$ cat src/hdl/prun_pkg.sv
`timescale 1ns / 1ps
// ----------------------------------------------------------------------------
// prun_pkg
// Shared types and constants of the page run allocator: table geometry, item
// and result beats, table access bundle and sequencer states.
// ----------------------------------------------------------------------------
package prun_pkg;

	localparam int TABLE_DEPTH = 64;
	localparam int IDX_W       = $clog2(TABLE_DEPTH);
	localparam int CNT_W       = $clog2(TABLE_DEPTH + 1);
	localparam int LEN_W       = 7;
	localparam int LUT_W       = 8;
	localparam int CFG_IDX_W   = 1;
	localparam int CFG_DATA_W  = 8;

	localparam logic KIND_ALLOC = 1'b0;
	localparam logic KIND_FREE  = 1'b1;

	localparam logic [CFG_IDX_W-1:0] CFG_PAGE_COUNT = 1'd0;
	localparam logic [CFG_IDX_W-1:0] CFG_LUT_BASE   = 1'd1;

	// boundary tag as held in the run table
	typedef struct packed {
		logic             free;
		logic [LEN_W-1:0] len;
	} entry_t;

	localparam int ENTRY_W = $bits(entry_t);

	typedef struct packed {
		logic       kind;
		logic [6:0] run_length;
		logic [5:0] page_index;
	} item_t;

	typedef struct packed {
		logic             granted;
		logic [LUT_W-1:0] lut_number;
		logic [5:0]       start_index;
	} result_t;

	typedef struct packed {
		logic             rd_en;
		logic [IDX_W-1:0] rd_addr;
		logic             wr_en;
		logic [IDX_W-1:0] wr_addr;
		entry_t           wr_data;
	} tbl_req_t;

	typedef enum logic [3:0] {
		ST_IDLE,
		ST_WALK,
		ST_NEXT,
		ST_CHKP,
		ST_PREV,
		ST_MERGE,
		ST_WR_AH,
		ST_WR_AT,
		ST_WR_BH,
		ST_WR_BT
	} state_t;

endpackage

$ cat src/hdl/prun_ram.sv
`timescale 1ns / 1ps
// ----------------------------------------------------------------------------
// prun_ram
// Generic simple dual-port RAM: one write port, one read port, registered
// read data.
// ----------------------------------------------------------------------------
module prun_ram #(
	parameter int WIDTH = 8,
	parameter int DEPTH = 64
) (
	input  logic                     clk,
	input  logic                     we,
	input  logic [$clog2(DEPTH)-1:0] waddr,
	input  logic [WIDTH-1:0]         wdata,
	input  logic                     re,
	input  logic [$clog2(DEPTH)-1:0] raddr,
	output logic [WIDTH-1:0]         rdata
);

	logic [WIDTH-1:0] mem [DEPTH];

	always_ff @(posedge clk) begin
		if (we) begin
			mem[waddr] <= wdata;
		end
		if (re) begin
			rdata <= mem[raddr];
		end
	end

endmodule

$ cat src/hdl/prun_table.sv
`timescale 1ns / 1ps
// ----------------------------------------------------------------------------
// prun_table
// Run table storage: boundary tag RAM plus per-entry valid bits. An entry
// 0 or count-1 unwritten since the last reinit reads as the initial free run.
// ----------------------------------------------------------------------------
module prun_table (
	input  logic                      clk,
	input  logic                      arst_n,
	input  logic                      clear,
	input  logic [prun_pkg::CNT_W-1:0] count,
	input  prun_pkg::tbl_req_t        req,
	output prun_pkg::entry_t          rd_ent
);
	import prun_pkg::*;

	logic [TABLE_DEPTH-1:0] valid_q;
	logic                   vld_s1;
	logic                   dflt_s1;
	logic [ENTRY_W-1:0]     ram_dout;
	logic [CNT_W-1:0]       cnt_m1;
	entry_t                 dflt_ent;

	prun_ram #(
		.WIDTH (ENTRY_W),
		.DEPTH (TABLE_DEPTH)
	) u_ram (
		.clk   (clk),
		.we    (req.wr_en),
		.waddr (req.wr_addr),
		.wdata (req.wr_data),
		.re    (req.rd_en),
		.raddr (req.rd_addr),
		.rdata (ram_dout)
	);

	assign cnt_m1 = count - CNT_W'(1);

	always_ff @(posedge clk or negedge arst_n) begin
		if (!arst_n) begin
			valid_q <= '0;
		end else if (clear) begin
			valid_q <= '0;
		end else if (req.wr_en) begin
			valid_q[req.wr_addr] <= 1'b1;
		end
	end

	// side info travels with the RAM read so it lines up with the data
	always_ff @(posedge clk) begin
		if (req.rd_en) begin
			vld_s1  <= valid_q[req.rd_addr];
			dflt_s1 <= (req.rd_addr == '0) || ({1'b0, req.rd_addr} == cnt_m1);
		end
	end

	always_comb begin
		dflt_ent.free = 1'b1;
		dflt_ent.len  = LEN_W'(count);
		if (vld_s1) begin
			rd_ent = entry_t'(ram_dout);
		end else if (dflt_s1) begin
			rd_ent = dflt_ent;
		end else begin
			rd_ent = '0;
		end
	end

endmodule

$ cat src/hdl/prun_ctrl.sv
`timescale 1ns / 1ps
// ----------------------------------------------------------------------------
// prun_ctrl
// Sequencer: walks run heads one per cycle, checks neighbours on free, then
// writes the new boundary tags back and issues the result beat.
// ----------------------------------------------------------------------------
module prun_ctrl (
	input  logic                       clk,
	input  logic                       arst_n,
	input  logic                       start,
	input  prun_pkg::item_t            item,
	input  logic [prun_pkg::CNT_W-1:0] count,
	input  logic [prun_pkg::LUT_W-1:0] lut_base,
	input  prun_pkg::entry_t           rd_ent,
	output prun_pkg::tbl_req_t         tbl_req,
	output logic                       busy,
	output logic                       done,
	output prun_pkg::result_t          result
);
	import prun_pkg::*;

	state_t           state_q, state_d;
	logic [IDX_W-1:0] h_q, h_d;
	logic             kind_q, kind_d;
	logic [6:0]       req_q, req_d;
	logic [5:0]       idx_q, idx_d;
	logic [IDX_W-1:0] head_q, head_d;
	logic [8:0]       flen_q, flen_d;
	logic [IDX_W-1:0] a_head_q, a_head_d;
	logic [LEN_W-1:0] a_len_q, a_len_d;
	logic             a_free_q, a_free_d;
	logic             split_q, split_d;
	logic [IDX_W-1:0] start_q, start_d;
	logic             done_q, done_d;
	result_t          result_q, result_d;

	logic             accept;
	logic [LEN_W-1:0] step;
	logic [7:0]       nh;
	logic             fit;
	logic [8:0]       run_end;
	logic [LEN_W-1:0] a_tail_off;
	logic [LEN_W-1:0] b_tail_off;
	logic             fin;
	logic             fin_ok;

	assign busy   = (state_q != ST_IDLE);
	assign accept = start && !busy;
	assign done   = done_q;
	assign result = result_q;

	assign step       = (rd_ent.len == '0) ? LEN_W'(1) : rd_ent.len;
	assign nh         = {2'b0, h_q} + {1'b0, step};
	assign fit        = rd_ent.free && (rd_ent.len >= req_q)
		&& (({2'b0, h_q} + {1'b0, rd_ent.len}) <= {1'b0, count});
	assign run_end    = {3'b0, head_q} + flen_q;
	assign a_tail_off = {1'b0, a_head_q} + a_len_q - LEN_W'(1);
	assign b_tail_off = {1'b0, start_q} + req_q - LEN_W'(1);

	always_ff @(posedge clk or negedge arst_n) begin
		if (!arst_n) begin
			state_q <= ST_IDLE;
			done_q  <= 1'b0;
		end else begin
			state_q <= state_d;
			done_q  <= done_d;
		end
	end

	always_ff @(posedge clk) begin
		h_q      <= h_d;
		kind_q   <= kind_d;
		req_q    <= req_d;
		idx_q    <= idx_d;
		head_q   <= head_d;
		flen_q   <= flen_d;
		a_head_q <= a_head_d;
		a_len_q  <= a_len_d;
		a_free_q <= a_free_d;
		split_q  <= split_d;
		start_q  <= start_d;
		result_q <= result_d;
	end

	always_comb begin
		state_d  = state_q;
		h_d      = h_q;
		kind_d   = kind_q;
		req_d    = req_q;
		idx_d    = idx_q;
		head_d   = head_q;
		flen_d   = flen_q;
		a_head_d = a_head_q;
		a_len_d  = a_len_q;
		a_free_d = a_free_q;
		split_d  = split_q;
		start_d  = start_q;
		result_d = result_q;
		done_d   = 1'b0;
		tbl_req  = '0;
		fin      = 1'b0;
		fin_ok   = 1'b0;

		case (state_q)
			ST_IDLE: begin
				if (accept) begin
					kind_d = item.kind;
					req_d  = item.run_length;
					idx_d  = item.page_index;
					if (item.kind == KIND_ALLOC && item.run_length == '0) begin
						fin = 1'b1;
					end else begin
						tbl_req.rd_en   = 1'b1;
						tbl_req.rd_addr = '0;
						h_d             = '0;
						state_d         = ST_WALK;
					end
				end
			end
			ST_WALK: begin
				if (kind_q == KIND_ALLOC && fit) begin
					start_d = h_q;
					if (rd_ent.len == req_q) begin
						a_head_d = h_q;
						a_len_d  = rd_ent.len;
						a_free_d = 1'b0;
						split_d  = 1'b0;
					end else begin
						// free remainder first, allocated front afterwards
						a_head_d = h_q + req_q[IDX_W-1:0];
						a_len_d  = rd_ent.len - req_q;
						a_free_d = 1'b1;
						split_d  = 1'b1;
					end
					state_d = ST_WR_AH;
				end else if (kind_q == KIND_FREE && {1'b0, h_q} == {1'b0, idx_q}) begin
					if (!rd_ent.free) begin
						head_d = h_q;
						flen_d = {2'b0, step};
						if (nh < {1'b0, count}) begin
							tbl_req.rd_en   = 1'b1;
							tbl_req.rd_addr = nh[IDX_W-1:0];
							state_d         = ST_NEXT;
						end else begin
							state_d = ST_CHKP;
						end
					end else begin
						fin = 1'b1;
					end
				end else if (nh >= {1'b0, count}) begin
					fin = 1'b1;
				end else begin
					tbl_req.rd_en   = 1'b1;
					tbl_req.rd_addr = nh[IDX_W-1:0];
					h_d             = nh[IDX_W-1:0];
				end
			end
			ST_NEXT: begin
				if (rd_ent.free) begin
					flen_d = flen_q + {2'b0, step};
				end
				state_d = ST_CHKP;
			end
			ST_CHKP: begin
				if (head_q != '0) begin
					tbl_req.rd_en   = 1'b1;
					tbl_req.rd_addr = head_q - IDX_W'(1);
					state_d         = ST_PREV;
				end else begin
					state_d = ST_MERGE;
				end
			end
			ST_PREV: begin
				// preceding run only merged if its length fits before the head
				if (rd_ent.free && (step <= {1'b0, head_q})) begin
					head_d = head_q - step[IDX_W-1:0];
					flen_d = flen_q + {2'b0, step};
				end
				state_d = ST_MERGE;
			end
			ST_MERGE: begin
				a_head_d = head_q;
				a_free_d = 1'b1;
				split_d  = 1'b0;
				start_d  = idx_q;
				if (run_end > {2'b0, count}) begin
					a_len_d = count - {1'b0, head_q};
				end else begin
					a_len_d = flen_q[LEN_W-1:0];
				end
				state_d = ST_WR_AH;
			end
			ST_WR_AH: begin
				tbl_req.wr_en        = 1'b1;
				tbl_req.wr_addr      = a_head_q;
				tbl_req.wr_data.free = a_free_q;
				tbl_req.wr_data.len  = a_len_q;
				state_d              = ST_WR_AT;
			end
			ST_WR_AT: begin
				tbl_req.wr_en        = 1'b1;
				tbl_req.wr_addr      = a_tail_off[IDX_W-1:0];
				tbl_req.wr_data.free = a_free_q;
				tbl_req.wr_data.len  = a_len_q;
				if (split_q) begin
					state_d = ST_WR_BH;
				end else begin
					fin    = 1'b1;
					fin_ok = 1'b1;
				end
			end
			ST_WR_BH: begin
				tbl_req.wr_en        = 1'b1;
				tbl_req.wr_addr      = start_q;
				tbl_req.wr_data.free = 1'b0;
				tbl_req.wr_data.len  = req_q;
				state_d              = ST_WR_BT;
			end
			ST_WR_BT: begin
				tbl_req.wr_en        = 1'b1;
				tbl_req.wr_addr      = b_tail_off[IDX_W-1:0];
				tbl_req.wr_data.free = 1'b0;
				tbl_req.wr_data.len  = req_q;
				fin                  = 1'b1;
				fin_ok               = 1'b1;
			end
			default: begin
				state_d = ST_IDLE;
			end
		endcase

		if (fin) begin
			state_d = ST_IDLE;
			done_d  = 1'b1;
			if (fin_ok) begin
				result_d.granted     = 1'b1;
				result_d.lut_number  = lut_base + {{(LUT_W-IDX_W){1'b0}}, start_q};
				result_d.start_index = start_q;
			end else begin
				result_d = '0;
			end
		end
	end

`ifndef SYNTHESIS
	a_no_rw_overlap: assert property (@(posedge clk) disable iff (!arst_n)
		tbl_req.wr_en |-> !tbl_req.rd_en)
		else $error("table read and write in the same cycle");

	a_done_idle: assert property (@(posedge clk) disable iff (!arst_n)
		done_q |-> state_q == ST_IDLE)
		else $error("result beat while sequencer still busy");

	a_walk_in_range: assert property (@(posedge clk) disable iff (!arst_n)
		state_q == ST_WALK |-> {1'b0, h_q} < count)
		else $error("walk pointer beyond pages in use");

	a_write_in_range: assert property (@(posedge clk) disable iff (!arst_n)
		tbl_req.wr_en |-> {1'b0, tbl_req.wr_addr} < count)
		else $error("tag write beyond pages in use");

	a_fail_zero: assert property (@(posedge clk) disable iff (!arst_n)
		done_q && !result_q.granted |-> result_q.lut_number == '0
			&& result_q.start_index == '0)
		else $error("refused beat carries non-zero fields");
`endif

endmodule

$ cat src/hdl/page_run_allocator.sv
`timescale 1ns / 1ps
// ----------------------------------------------------------------------------
// page_run_allocator
// First-fit allocator of contiguous page runs kept with boundary tags.
// ----------------------------------------------------------------------------
// A command is taken when start is high and busy low; its result beat shows
// on result with done high for exactly one cycle and cannot be held off.
// Timing is set by the run walk through the tag RAM, one run head a cycle.
// An allocate walks to the first fitting run, visiting at most 64 run heads,
// then writes its head and tail tags, for a split those of the free remainder
// and then of the allocated front. A zero-length request answers in the
// cycle after start with busy staying low. A free walks to its head, then
// checks its neighbours and writes the merged tags; a refused free answers
// as soon as the walk decides. Writing page_count reinitialises the table at
// once, with no clearing pass.
module page_run_allocator (
	input  logic                            clk,
	input  logic                            arst_n,
	input  logic                            start,
	output logic                            busy,
	input  prun_pkg::item_t                 item,
	output logic                            done,
	output prun_pkg::result_t               result,
	input  logic                            cfg_we,
	input  logic [prun_pkg::CFG_IDX_W-1:0]  cfg_index,
	input  logic [prun_pkg::CFG_DATA_W-1:0] cfg_data
);
	import prun_pkg::*;

	logic [6:0]       page_count_q;
	logic [LUT_W-1:0] lut_base_q;
	logic [CNT_W-1:0] count;
	logic             tbl_clear;
	tbl_req_t         tbl_req;
	entry_t           rd_ent;

	assign tbl_clear = cfg_we && (cfg_index == CFG_PAGE_COUNT);

	always_ff @(posedge clk or negedge arst_n) begin
		if (!arst_n) begin
			page_count_q <= 7'(TABLE_DEPTH);
			lut_base_q   <= '0;
		end else if (cfg_we) begin
			case (cfg_index)
				CFG_PAGE_COUNT: page_count_q <= cfg_data[6:0];
				CFG_LUT_BASE:   lut_base_q   <= cfg_data[LUT_W-1:0];
				default: ;
			endcase
		end
	end

	// pages in use, with zero taken as one and the top clipped to the table
	always_comb begin
		if (page_count_q == '0) begin
			count = CNT_W'(1);
		end else if ({1'b0, page_count_q} > 8'(TABLE_DEPTH)) begin
			count = CNT_W'(TABLE_DEPTH);
		end else begin
			count = CNT_W'(page_count_q);
		end
	end

	prun_table u_table (
		.clk    (clk),
		.arst_n (arst_n),
		.clear  (tbl_clear),
		.count  (count),
		.req    (tbl_req),
		.rd_ent (rd_ent)
	);

	prun_ctrl u_ctrl (
		.clk      (clk),
		.arst_n   (arst_n),
		.start    (start),
		.item     (item),
		.count    (count),
		.lut_base (lut_base_q),
		.rd_ent   (rd_ent),
		.tbl_req  (tbl_req),
		.busy     (busy),
		.done     (done),
		.result   (result)
	);

endmodule
$ cat config.mk
export PLATFORM = sky130hd
export DESIGN_NAME = page_run_allocator
export DESIGN_NICKNAME = d
export VERILOG_FILES = /design/src/hdl/prun_pkg.sv /design/src/hdl/prun_ram.sv /design/src/hdl/prun_table.sv /design/src/hdl/prun_ctrl.sv /design/src/hdl/page_run_allocator.sv
export SDC_FILE = /design/constraint.sdc
export NUM_CORES = 1
export LEC_CHECK = 0
export BUFFER_PORTS_ARGS = -buffer_cell sky130_fd_sc_hd__buf_2
export CORE_MARGIN = 5
export CORE_UTILIZATION = 41
export CTS_BUF_LIST = sky130_fd_sc_hd__clkbuf_4
export CTS_CLUSTER_DIAMETER = 30
export DETAILED_ROUTE_END_ITERATION = 8
export SYNTH_ARGS = -nofsm -noshare
export SYNTH_HDL_FRONTEND = slang
export SYNTH_SLANG_ARGS = --single-unit
export TNS_END_PERCENT = 10
$ cat constraint.sdc
create_clock -name clk -period 5.8 [get_ports clk]
set_clock_uncertainty 0.2 [all_clocks]
set_input_delay 0.87 -clock clk [delete_from_list [all_inputs] [get_ports clk]]
set_output_delay 0.87 -clock clk [all_outputs]
set_load 0.02 [all_outputs]
==> implementation parameters <==
Parameter                              Value

Run status
  Outcome    finished with violations
  Failing checks    setup timing

Die
  Starting density of the core    0.4125
  Row count    101
  Number of top-level design ports    44
  Die footprint    81910 sq um
  DIE WIDTH    286.2 microns
  Die Height    286.2 microns
  Core footprint    75820 sq um

Logic synthesis
  Sequential-to-total area share from yosys stat    0.6365
  Number of synthesized register bits    677
  Fraction of synthesis flops using an asynchronous set or reset pin    0.1241
  Area share of the leading cell type in the synthesized netlist    0.5693
  Synthesized area per cell    12.81 sq um
  Synth warnings    0
  Number of instances in the synthesized netlist    2441
  Syn Std Cell Area    31280 sq um
  Leading register cell type out of synthesis    edfxtp_1
  Synth area leader    edfxtp_1
  Post-synth EDFFs    593
  Number of nets produced by synthesis    2580
  Top post-synthesis cells by area    edfxtp_1, dfrtp_1, mux2i_1, nand2_1, ha_1
  Library cells used by synthesis    79

Cells and area
  Number of nets in the layout    2980
  Commonest non-fill, non-tap cell in the layout    edfxtp_1
  Syn-to-layout area delta    20.60%
  Final core utilization    0.4975
  Share of post-route cells with drive strength above 1    0.2477
  Non-filler cells in the finished layout    3977
  Most frequent cells in the layout    edfxtp_1, nand2_1, clkbuf_4, buf_4, mux2i_1
  Final instance area    37720 sq um

Drt
  Routed length per instance    23.54 microns
  Wire length on met2    43760 microns
  Final routed DRC violation total    0
  Wirelength, routed    93640 microns
  Routed metal-1 wire length    39210 microns
  Vias per cell    5.580
  Detailed-route via count    22193
  Top metal layer carrying routed signals    met5
  Violation count after the first detailed-route iteration    1941
  Remaining number of nets flagged by the antenna check after routing    0
  First-pass iteration count of the detailed router    5
  Met3 wire length    7555 microns

Clock tree
  Number of buffers added by the clock tree synthesis step    182
  Root Buffer Master    clkbuf_4
  H-tree level count    4
  TritonCTS Sinks    677
  Clock-pin slew of the registers on the worst-case setup and hold paths    60 ps
  Max Root-Sink Buffers    3
  Insertion delay of the later-clocked pin in the worst-skew pair    1010 ps
  CTS tree    done

Setup path
  Critical path start-end classification    flop to flop
  Worst flop-to-flop path endpoint    u_table.u_ram.rdata[1]$_DFFE_PP_
  Worst Reg-to-Reg Cells    30
  Kind of capture point of the worst setup path    flop
  Crit path largest cell delay    590 ps
  Worst Path Required    6430 ps
  Critical path startpoint category    flop
  Data arrival at the endpoint of the critical path    7010 ps
  Cell with the largest stage delay on the worst path    dfstp_2
  Startpoint of the lowest-slack register-to-register path    page_count_q[6]$_DFFE_PN1P_
  Reg-to-reg setup timing slack    -570 ps
  Top fanout value on the critical path    8

Placement
  # placed instances    3590
  DPL Wire Length    62530 microns
  Gpl congestion    0.9202
  Pre-CTS worst setup slack    -800.5 ps
  Area post-placement    34400 sq um
  Port Buf Inserts    43

Global routing
  Global-route usage over all layers    0.2250
  Overflow left after global routing    0
  Pin count of the biggest net entering global routing    72
  Antenna violations before repair    5
  Number of global-route vias before repair    22487
  First-pass GRT wire length    138700 microns

STA
  Aggregate negative setup slack    -4838 ps
  Number of setup violations in the final report    10
  Fin Hold WS    251.5 ps
  Worst Slack Setup Final    -571.4 ps
  Final cycle utilization of the critical path    1.099
  Worst slew margin relative to its limit    0.1034
  Number of hold violations in the final report    0
  Worst slew pin tran    1336 ps
  Unrepaired setup endpoints after global routing    yes
  Slew Viols, Final    0
  Final min period    6371 ps
  Maximum achievable frequency    157.0 MHz

Pwr
  Total design power    23.75 mW
  Pwr Density    629.6 nW/um^2
  Leakage power    15.28 nW
  Peak supply drop    0.3617 mV

Min path
  Hold/Removal Path Class    input port to asynchronous set/reset pin

Flow run
  Reported max-cap violation count    0
-- how the worst max path moves through the flow --
stage / from / depth (start not counted) / to
finish: page_count_q[6]$_DFFE_PN1P_ / 30 / u_table.u_ram.rdata[1]$_DFFE_PP_
floorplan: u_table.dflt_s1$_DFFE_PP_ / 28 / u_table.u_ram.rdata[0]$_DFFE_PP_
detailed placement: page_count_q[6]$_DFFE_PN1P_ / 30 / u_table.u_ram.rdata[4]$_DFFE_PP_
global route: page_count_q[6]$_DFFE_PN1P_ / 29 / u_table.u_ram.rdata[2]$_DFFE_PP_
CTS: page_count_q[6]$_DFFE_PN1P_ / 31 / u_table.u_ram.rdata[7]$_DFFE_PP_
global placement: page_count_q[6]$_DFFE_PN1P_ / 30 / u_table.u_ram.rdata[4]$_DFFE_PP_
-- where the power goes --
part / internal (mW) / switching, mW / total, mW
combinational: 5.04 / 7.54 / 12.6
sequential: 6.40 / 0.353 / 6.76
clock: 2.39 / 2.02 / 4.41
total: 13.8 / 9.92 / 23.8
-- flip-flops by register name, summed over array words and instances, names as in the netlist --
| name | count |
|---|---|
| u_ctrl.idx_q | 6 |
| lut_base_q | 8 |
| u_table.valid_q | 64 |
| u_ctrl.split_q | 1 |
| u_ctrl.start_q | 6 |
| page_count_q | 7 |
| u_ctrl.kind_q | 1 |
| u_table.u_ram.mem | 512 |
| u_ctrl.state_q | 4 |
| u_ctrl.a_head_q | 6 |
| u_ctrl.a_len_q | 7 |
| u_ctrl.flen_q | 9 |
| u_ctrl.result | 15 |
| u_table.vld_s1 | 1 |
| u_ctrl.done | 1 |
| u_ctrl.req_q | 7 |
| u_ctrl.a_free_q | 1 |
| u_ctrl.h_q | 6 |
| u_ctrl.head_q | 6 |
| u_table.u_ram.rdata | 8 |
| u_table.dflt_s1 | 1 |
-- synthesized netlist by cell type, types with 4 or more instances --
cell      count
buf_6         9
mux2i_1     160
xnor2_1      52
nor2_2        5
dfrtp_1      83
mux2_2       17
o211ai_1      6
nor2b_1      23
a21oi_1      67
o21ai_0      43
o22ai_1      39
a32oi_1      49
buf_4        25
fa_1         11
o21bai_1      8
nand2b_1     14
a22o_1        4
o31ai_1       7
o41ai_1       6
a21o_1       23
o221ai_1     10
buf_2        40
nor3_1       20
nand2_1     371
o21a_1       74
nor4_1        4
or3_1         4
xor2_1       16
a211oi_1     15
nor2_1      141
inv_1        95
and3_1       20
clkbuf_1     37
ha_1        101
a22oi_1       7
nand4_1      23
a221oi_1      5
o21ai_1       6
a311oi_1      6
nand3_1     126
a31oi_1      15
edfxtp_1    593
and2_1        9
o221a_1       4
-- logic make-up (layout without fill, tap and decap cells) --
family / after synthesis / after routing / synth area share
other: 0 / 4 / 0
adder cells (fa/ha/maj): 112 / 112 / 0.04744
XOR/XNOR: 68 / 68 / 0.01904
AND/OR/NAND/NOR: 775 / 775 / 0.1094
AO/OA/AOI/OAI: 424 / 425 / 0.09824
buffers and inverters: 207 / 760 / 0.03160
multiplexers: 178 / 178 / 0.05776
flip-flops: 677 / 677 / 0.6365
-- timing repair --
action / in CTS / in global routing
endpoints found under the setup margin: 10 / 10
buffers inserted: 8 / 9
cloned: 4 / 0
pin swaps: 16 / 36
gates resized for setup: 35 / 37
hold buffers: 24 / 0
hold endpoints to repair: 67 / 0
-- area by class of cell --
| cell class | instances | area (sq um) |
|---|---|---|
| diodes | 4 | 10.01 |
| well taps | 978 | 1224 |
| repair buffers | 327 | 2830 |
| fillers | 6590 | 38100 |
| flip-flops and latches | 677 | 19910 |
| multi-input cells | 1558 | 10900 |
| clock inverters | 59 | 391.6 |
| inverters | 95 | 359.1 |
| clock buffers | 279 | 2095 |
-- critical path: cells and delay by family, from the launching register on --
| kind | cells | cell delay (ps) |
|---|---|---|
| AO/OA/AOI/OAI | 10 | 2140 |
| buffers and inverters | 7 | 860 |
| AND/OR/NAND/NOR | 9 | 1420 |
| adder cells (fa/ha/maj) | 3 | 860 |
| XOR/XNOR | 1 | 170 |
| flip-flops | 1 | 590 |
-- per-layer routing --
layer / vias to the layer above / GRT usage
met3: 204 / 0.05679
met2: 914 / 0.3595
met1: 11033 / 0.2974
met5: - / 0
li1: 10040 / -
met4: 2 / 0.08714
No activity file was read; power rests on OpenSTA's default activity.
